--- config.mk ---
export PLATFORM = sky130hd
export DESIGN_NAME = packbits_channel_plane_decoder
export DESIGN_NICKNAME = d
export VERILOG_FILES = /design/src/hdl/pbcpd_pkg.sv /design/src/hdl/packbits_channel_plane_decoder.sv
export SDC_FILE = /design/constraint.sdc
export NUM_CORES = 1
export LEC_CHECK = 0
export BUFFER_PORTS_ARGS = -buffer_cell sky130_fd_sc_hd__buf_2
export CELL_PAD_IN_SITES_DETAIL_PLACEMENT = 0
export CELL_PAD_IN_SITES_GLOBAL_PLACEMENT = 1
export CORE_MARGIN = 3
export CORE_UTILIZATION = 47
export CTS_BUF_LIST = sky130_fd_sc_hd__clkbuf_4 sky130_fd_sc_hd__clkbuf_8 sky130_fd_sc_hd__clkbuf_16
export DETAILED_ROUTE_END_ITERATION = 7
export GPL_ROUTABILITY_DRIVEN = 1
export HOLD_SLACK_MARGIN = 0.05
export PLACE_DENSITY = 0.88
export SYNTH_ARGS = -nofsm -noshare
export SYNTH_HDL_FRONTEND = slang
export SYNTH_SLANG_ARGS = --single-unit
--- constraint.sdc ---
create_clock -name clk -period 18.57 [get_ports clk]
set_input_delay 5.571 -clock clk [delete_from_list [all_inputs] [get_ports clk]]
set_output_delay 5.571 -clock clk [all_outputs]
set_load 0.05 [all_outputs]
--- src/hdl/pbcpd_pkg.sv ---
// Package: field widths, phase codes, error codes and payload types of the plane decoder.
package pbcpd_pkg;

    localparam int PIXEL_COUNT_BITS_DEF = 24;

    localparam int POS_W     = 24;
    localparam int CNT_CFG_W = 24;
    localparam int SKIP_W    = 16;
    localparam int BYTE_W    = 8;
    localparam int COMP_W    = 16;
    localparam int ID_W      = 6;
    localparam int IN_DATA_W  = 32;
    localparam int OUT_DATA_W = 48;

    localparam logic [2:0] PH_IDLE = 3'd0;
    localparam logic [2:0] PH_SKIP = 3'd1;
    localparam logic [2:0] PH_HEAD = 3'd2;
    localparam logic [2:0] PH_LIT  = 3'd3;
    localparam logic [2:0] PH_REP  = 3'd4;
    localparam logic [2:0] PH_RAW  = 3'd5;

    localparam logic [1:0] ERR_NONE  = 2'd0;
    localparam logic [1:0] ERR_CLIP  = 2'd1;
    localparam logic [1:0] ERR_COMP  = 2'd2;
    localparam logic [1:0] ERR_CHAN  = 2'd3;

    localparam logic KIND_START = 1'b0;
    localparam logic KIND_DATA  = 1'b1;

    localparam logic       REG_PIXEL_COUNT = 1'b0;
    localparam logic       REG_LINE_TABLE  = 1'b1;

    localparam logic [BYTE_W-1:0] HDR_NOP     = 8'd128;
    localparam logic [ID_W-1:0]   ID_ALPHA    = 6'h3F;
    localparam logic [ID_W-1:0]   ID_LAST_COL = 6'd3;

    typedef struct packed {
        logic [1:0]        error;
        logic              plane_done;
        logic [BYTE_W-1:0] run_length;
        logic [BYTE_W-1:0] value;
        logic [POS_W-1:0]  position;
        logic [1:0]        slot;
    } run_t;

endpackage

--- src/hdl/packbits_channel_plane_decoder.sv ---
// Top level: PackBits channel-plane decoder, one byte beat per cycle.
//
// Channel   Signals                                   Payload
// s_axis    s_axis_tvalid/tready/tdata/tuser          tdata: channel_id, compression_word,
//                                                     data_byte; tuser: kind
// m_axis    m_axis_tvalid/tready/tdata/tlast/tuser    tdata: slot, position, value,
//                                                     run_length; tlast: plane_done;
//                                                     tuser: error
// cfg       cfg_valid/cfg_ready/cfg_index/cfg_data    index 0 pixel_count, 1 line_table_bytes
//
// Each beat is decoded in the cycle it is accepted; a run it yields appears on m_axis in the cycle after.
// One beat per cycle sustained while m_axis_tready is high; the result register is the only stage.
// s_axis_tready drops only while a result is held and m_axis_tready is low.
// Reset clears all decode state and sets pixel_count to 1; cfg_ready is always high.
module packbits_channel_plane_decoder
#(
    parameter int PIXEL_COUNT_BITS = pbcpd_pkg::PIXEL_COUNT_BITS_DEF
)
(
    input  logic                              clk,
    input  logic                              rst_n,
    input  logic                              s_axis_tvalid,
    output logic                              s_axis_tready,
    // [5:0] channel_id, [21:6] compression_word, [29:22] data_byte, [31:30] zero
    input  logic [pbcpd_pkg::IN_DATA_W-1:0]   s_axis_tdata,
    // [0] kind
    input  logic                              s_axis_tuser,
    output logic                              m_axis_tvalid,
    input  logic                              m_axis_tready,
    // [1:0] slot, [25:2] position, [33:26] value, [41:34] run_length, [47:42] zero
    output logic [pbcpd_pkg::OUT_DATA_W-1:0]  m_axis_tdata,
    output logic                              m_axis_tlast,
    // [1:0] error
    output logic [1:0]                        m_axis_tuser,
    input  logic                              cfg_valid,
    output logic                              cfg_ready,
    input  logic                              cfg_index,
    input  logic [pbcpd_pkg::CNT_CFG_W-1:0]   cfg_data
);
    import pbcpd_pkg::*;

    localparam int PW = PIXEL_COUNT_BITS;
    localparam int CW = (PW > POS_W) ? PW : POS_W;

    logic [CNT_CFG_W-1:0] pixel_count_reg;
    logic [SKIP_W-1:0]    line_table_reg;

    logic [2:0]           phase_reg, phase_next;
    logic [BYTE_W-1:0]    literal_left_reg, literal_left_next;
    logic [SKIP_W-1:0]    skip_left_reg, skip_left_next;
    logic [PW-1:0]        pixel_pos_reg, pixel_pos_next;
    logic [1:0]           cur_slot_reg, cur_slot_next;
    logic [BYTE_W-1:0]    repeat_len_reg, repeat_len_next;

    logic                 out_valid_reg, out_valid_next;
    run_t                 out_run_reg, out_run_next;

    logic                 in_kind;
    logic [ID_W-1:0]      in_id;
    logic [COMP_W-1:0]    in_comp;
    logic [BYTE_W-1:0]    in_byte;
    logic                 accept;

    logic [CW-1:0]        count_ext;
    logic [PW-1:0]        count;
    logic [PW-1:0]        left;
    logic [BYTE_W-1:0]    want;
    logic [BYTE_W-1:0]    maxlen;
    logic [BYTE_W-1:0]    len;
    logic                 run_done;
    logic                 run_clip;
    logic [CW-1:0]        pos_ext;
    logic                 id_ok;
    logic [1:0]           id_slot;

    assign in_id   = s_axis_tdata[ID_W-1:0];
    assign in_comp = s_axis_tdata[ID_W+COMP_W-1:ID_W];
    assign in_byte = s_axis_tdata[ID_W+COMP_W+BYTE_W-1:ID_W+COMP_W];
    assign in_kind = s_axis_tuser;

    assign s_axis_tready = !out_valid_reg || m_axis_tready;
    assign accept        = s_axis_tvalid && s_axis_tready;
    assign cfg_ready     = 1'b1;

    assign m_axis_tvalid = out_valid_reg;
    assign m_axis_tdata  = {{(OUT_DATA_W - 2 - POS_W - 2*BYTE_W){1'b0}},
                            out_run_reg.run_length, out_run_reg.value,
                            out_run_reg.position, out_run_reg.slot};
    assign m_axis_tlast  = out_run_reg.plane_done;
    assign m_axis_tuser  = out_run_reg.error;

    assign id_ok   = (in_id == ID_ALPHA) || (in_id <= ID_LAST_COL);
    assign id_slot = ((in_id == ID_ALPHA) || (in_id == ID_LAST_COL))
                     ? 2'd3 : (2'd2 - in_id[1:0]);

    assign count_ext = CW'(pixel_count_reg);
    assign count     = count_ext[PW-1:0];
    assign left      = (count > pixel_pos_reg) ? (count - pixel_pos_reg) : '0;
    assign pos_ext   = CW'(pixel_pos_reg);

    always_comb
    begin
        case (phase_reg)
            PH_LIT:
            begin
                want   = literal_left_reg;
                maxlen = 8'd1;
            end
            PH_REP:
            begin
                want   = repeat_len_reg;
                maxlen = repeat_len_reg;
            end
            default:
            begin
                want   = 8'd1;
                maxlen = 8'd1;
            end
        endcase
    end

    assign len      = (PW'(maxlen) <= left) ? maxlen : BYTE_W'(left);
    assign run_done = PW'(want) >= left;
    assign run_clip = PW'(want) > left;

    always_comb
    begin
        phase_next        = phase_reg;
        literal_left_next = literal_left_reg;
        skip_left_next    = skip_left_reg;
        pixel_pos_next    = pixel_pos_reg;
        cur_slot_next     = cur_slot_reg;
        repeat_len_next   = repeat_len_reg;
        out_valid_next    = m_axis_tready ? 1'b0 : out_valid_reg;
        out_run_next      = out_run_reg;

        if (accept)
        begin
            if (in_kind == KIND_START)
            begin
                if (in_comp > 16'd1)
                begin
                    phase_next     = PH_IDLE;
                    out_valid_next = 1'b1;
                    out_run_next   = '0;
                    out_run_next.error = ERR_COMP;
                end
                else if (!id_ok)
                begin
                    phase_next     = PH_IDLE;
                    out_valid_next = 1'b1;
                    out_run_next   = '0;
                    out_run_next.error = ERR_CHAN;
                end
                else
                begin
                    cur_slot_next     = id_slot;
                    pixel_pos_next    = '0;
                    literal_left_next = '0;
                    repeat_len_next   = '0;
                    if (in_comp[0])
                    begin
                        skip_left_next = line_table_reg;
                        phase_next     = (line_table_reg != '0) ? PH_SKIP : PH_HEAD;
                    end
                    else
                    begin
                        skip_left_next = '0;
                        phase_next     = PH_RAW;
                    end
                end
            end
            else
            begin
                case (phase_reg)
                    PH_SKIP:
                    begin
                        skip_left_next = skip_left_reg - 16'd1;
                        if (skip_left_reg == 16'd1)
                        begin
                            phase_next = PH_HEAD;
                        end
                    end
                    PH_HEAD:
                    begin
                        if (in_byte < HDR_NOP)
                        begin
                            literal_left_next = in_byte + 8'd1;
                            phase_next        = PH_LIT;
                        end
                        else if (in_byte > HDR_NOP)
                        begin
                            repeat_len_next = (~in_byte) + 8'd2;
                            phase_next      = PH_REP;
                        end
                    end
                    PH_LIT, PH_REP, PH_RAW:
                    begin
                        if (phase_reg == PH_LIT)
                        begin
                            phase_next        = (literal_left_reg > 8'd1) ? PH_LIT : PH_HEAD;
                            literal_left_next = literal_left_reg - 8'd1;
                        end
                        else if (phase_reg == PH_REP)
                        begin
                            phase_next = PH_HEAD;
                        end
                        if (run_done)
                        begin
                            phase_next = PH_IDLE;
                        end
                        pixel_pos_next          = pixel_pos_reg + PW'(len);
                        out_valid_next          = 1'b1;
                        out_run_next.slot       = cur_slot_reg;
                        out_run_next.position   = pos_ext[POS_W-1:0];
                        out_run_next.value      = in_byte;
                        out_run_next.run_length = len;
                        out_run_next.plane_done = run_done;
                        out_run_next.error      = run_clip ? ERR_CLIP : ERR_NONE;
                    end
                    default:
                    begin
                        phase_next = PH_IDLE;
                    end
                endcase
            end
        end
    end

    always_ff @(posedge clk or negedge rst_n)
    begin
        if (!rst_n)
        begin
            pixel_count_reg  <= CNT_CFG_W'(1);
            line_table_reg   <= '0;
            phase_reg        <= PH_IDLE;
            literal_left_reg <= '0;
            skip_left_reg    <= '0;
            pixel_pos_reg    <= '0;
            cur_slot_reg     <= '0;
            repeat_len_reg   <= '0;
            out_valid_reg    <= 1'b0;
        end
        else
        begin
            if (cfg_valid && cfg_ready)
            begin
                if (cfg_index == REG_PIXEL_COUNT)
                begin
                    pixel_count_reg <= cfg_data;
                end
                else if (cfg_index == REG_LINE_TABLE)
                begin
                    line_table_reg <= cfg_data[SKIP_W-1:0];
                end
            end
            phase_reg        <= phase_next;
            literal_left_reg <= literal_left_next;
            skip_left_reg    <= skip_left_next;
            pixel_pos_reg    <= pixel_pos_next;
            cur_slot_reg     <= cur_slot_next;
            repeat_len_reg   <= repeat_len_next;
            out_valid_reg    <= out_valid_next;
        end
    end

    always_ff @(posedge clk)
    begin
        out_run_reg <= out_run_next;
    end

    assert property (@(posedge clk) disable iff (!rst_n)
        (out_valid_reg && !m_axis_tready) |-> !s_axis_tready)
        else $error("input taken while result stalled");

    assert property (@(posedge clk) disable iff (!rst_n)
        out_valid_reg |-> (out_run_reg.run_length <= 8'd128))
        else $error("run longer than a PackBits run");

    assert property (@(posedge clk) disable iff (!rst_n)
        (out_valid_reg && out_run_reg.error == ERR_CLIP) |-> out_run_reg.plane_done)
        else $error("clipped run does not close the plane");

    assert property (@(posedge clk) disable iff (!rst_n)
        (out_valid_reg && (out_run_reg.error == ERR_COMP || out_run_reg.error == ERR_CHAN))
        |-> (out_run_reg.run_length == 8'd0 && !out_run_reg.plane_done))
        else $error("plane-start error carries a run");

    assert property (@(posedge clk) disable iff (!rst_n)
        (phase_reg == PH_LIT) |-> (literal_left_reg != 8'd0))
        else $error("literal phase with no bytes left");

endmodule
==> impl_metrics.toml <==
[routing]
dr.pass1.iters = 5
dr_total_vias = 7331
final_antenna_net_count = 0
wl_per_cell_um = 16.3
drc = 0
dr.first_iter.drc_count = 454
viasPerCell = 5.52
routed_wl_um = 21600

[timing]
setup_viol = 0
fmax_mhz = 85.7
finalMaxSlewViolations = 0
max-slew-margin-rel = 0.253
fin_crit_sh = 0.629
fin_crit_ns = 11.67
worst_pin_slew_ns = 1.12
finalSetupTns_ns = 0
finalHoldViolations = 0
fin_worst_skew_ns = 0.00746
rsz0062_at_grt = "false"

[grt]
gr-total-overflow = 0
antenna_found_initial = 0
grt_max_degree = 72
grt_pass1_wl_um = 35400
grt_pass1_vias = 7082
track_usage = 0.205

[critical_path]
crit_top_cell = "buf_2"
cp_num_buf_inv = 2
start_kind = "primary input"
path_cells = "buf_2, nand2b_1, buf_2"
crit_family = "buffers and inverters"
ff2ff_setup_slack_ns = 11.09
crit_slowest_cell = "buf_2"
slowest_delay_ns = 0.29
cp.required_ns = 13.00
crit_type = "in -> out"
cp-end-kind = "primary output"
cp_max_fo = 5
cp.arrival_ns = 6.10

[layout]
drive_above_1_share = 0.192
n_antenna_cell = 0
final_nets = 1180
n_fill_cell = 1722
largest_reg_flops = 42
synthToLayoutAreaGrowth_pct = 14.0

[clocking]
post_cts_buffers = 0
cts_max_level = 4
cts_root_buf = "clkbuf_16"
clk_pin_slew_ns = 0.06
cts.sinks = 147
clockBufferDepth = 2
cts_resized = 0
clk_latency_ns = 0.43
cts_hold_repair.buffers = 0
cts_tree = "yes"
cts_buffers = 17

[floorplan]
fp.dieH_um = 146
rows = 50
fp.dieW_um = 146
initial_core_util = 0.485
coreArea_um2 = 19000
die-area_um2 = 21300
io_pins = 117

[power_and_ir_drop]
p_total_mw = 1.36
p_leak_nw = 4.66
ir_drop_mv = 0.0765
power_density_nw_per_um2 = 130

[logic_synthesis]
synth_top_area_frac = 0.275
synthesis.area_um2 = 9200
synth_top_area_cell = "dfrtp_1"
async_reset_ff_frac = 0.694
syn_inst = 962
synth-edff-count = 45
synth_area_leaders = "dfrtp_1 (27%), edfxtp_1 (15%), ha_1 (8.0%)"
synthFlopType = "dfrtp_1"
ys_types = 75
yosys_register_bits = 147
syn_avg_cell_area_um2 = 9.56
ys_seq_area_frac = 0.424
yosys_warnings = 0

[hold_path]
worstHoldPathType = "reg -> reg"

[run_status]
status = "finished clean"

[place]
port_buffers = 107
place_hpwl_um = 16200
gp_congestion = 0.891

[flow_run]
max_cap_violations = 0
[cells in the mapped netlist (all sizes together), types with 3 or more instances]
cell type,instances
a221o,3
a21o,26
xnor2,34
and3,13
o22ai,6
clkbuf,29
edfxtp,45
mux2,42
nor4,14
nor2b,11
a31oi,6
or4,3
nor2,90
ha,59
buf,15
a22o,3
a22oi,3
a21oi,62
dfrtp,101
o21bai,5
nand4,16
nand3,35
nand2b,18
o31ai,9
o311ai,3
a211oi,5
or3,4
and2,20
nor3,26
o21a,7
mux2i,11
o211ai,6
inv,50
nand2,85
xor2,13
o21ai,50
[area by class of cell]
type,count,area [um^2],area share
clock buffers,20,448,0.0427
clock inverters,12,109,0.0104
inverters,51,191,0.0183
multi-input cells,725,4920,0.469
flip-flops and latches,147,3910,0.372
well taps,260,325,0.0310
repair buffers,114,591,0.0563
[routing by layer]
metal | vias to the layer above | part of all wire | global-route usage
met5 | - | 0 | 0
met4 | 0 | 0.0096 | 0.0480
met2 | 197 | 0.44 | 0.318
li1 | 3646 | - | -
met3 | 23 | 0.057 | 0.0476
met1 | 3465 | 0.49 | 0.293
[kinds of logic (layout without fill, tap and decap cells)]
family          Yosys count  count (layout)  share of synthesized area
simple gates            341             341                      0.180
compound gates          216             216                      0.158
flops                   147             147                      0.424
buf+inv                  95             197                     0.0438
fa+ha+maj                61              61                     0.0846
mux                      53              53                     0.0634
xor+xnor                 47              47                     0.0447
other cells               2               7                   0.000816
[through the flow]
stage / cells / utilization / setup slack [ns] / instance area, um^2 / hold slack (ns)
floorplan: 967 / - / 6.96 / 9220 / 0.448
global placement: 1297 / 0.524 / 6.89 / 9930 / 0.464
detailed placement: 1297 / 0.524 / 6.88 / 9930 / 0.469
CTS: 1329 / 0.553 / 6.89 / 10500 / 0.489
global route: 1329 / 0.553 / 6.82 / 10500 / 0.519
finish: 1329 / 0.553 / 6.90 / 10500 / 0.487
[cell usage in the layout (no fill, tap or decap), drive strengths merged, types with 9 or more instances in the layout]
cell	n
clkinv	9
a21oi	62
o31ai	9
dfrtp	101
clkbuf	20
ha	59
nor2	90
nor4	14
and3	13
edfxtp	45
buf	114
nand2	85
a21o	26
nand4	16
inv	51
nor2b	11
xor2	13
and2	20
nor3	26
xnor2	34
o21ai	50
mux2i	11
nand2b	18
mux2	42
nand3	35
[path summary, 6_finish.rpt]
| check | startpoint | to | cells past startpoint |
|---|---|---|---|
| worst max register to register | count[0]$_DFFE_PN1P_ | pixel_pos_reg[20]$_DFFE_PN0P_ | 30 |
| worst min register to register | repeat_len_reg[2]$_DFFE_PN0P_ | repeat_len_reg[2]$_DFFE_PN0P_ | 2 |
| min in group asynchronous | rst_n | count[17]$_DFFE_PN0P_ | 1 |
| worst max-delay path | m_axis_tready | s_axis_tready | 3 |
| max in group asynchronous | rst_n | skip_left_reg[1]$_DFFE_PN0P_ | 2 |
| worst min-delay path | repeat_len_reg[2]$_DFFE_PN0P_ | repeat_len_reg[2]$_DFFE_PN0P_ | 2 |
[report_power, final]
| group | switching (mW) | total, mW | internal [mW] |
|---|---|---|---|
| clock network | 0.138 | 0.326 | 0.188 |
| registers | 0.0473 | 0.451 | 0.403 |
| logic | 0.360 | 0.587 | 0.227 |
[worst register-to-register path, delay by kind of cell (launching register included)]
family,cells,cell delay (ns)
compound gates,12,2.79
xor+xnor,1,0.16
fa+ha+maj,5,1.67
buf+inv,2,0.11
flops,1,0.53
mux,1,0.38
simple gates,9,1.71
Note: power is estimated with default switching activity, not from simulation.
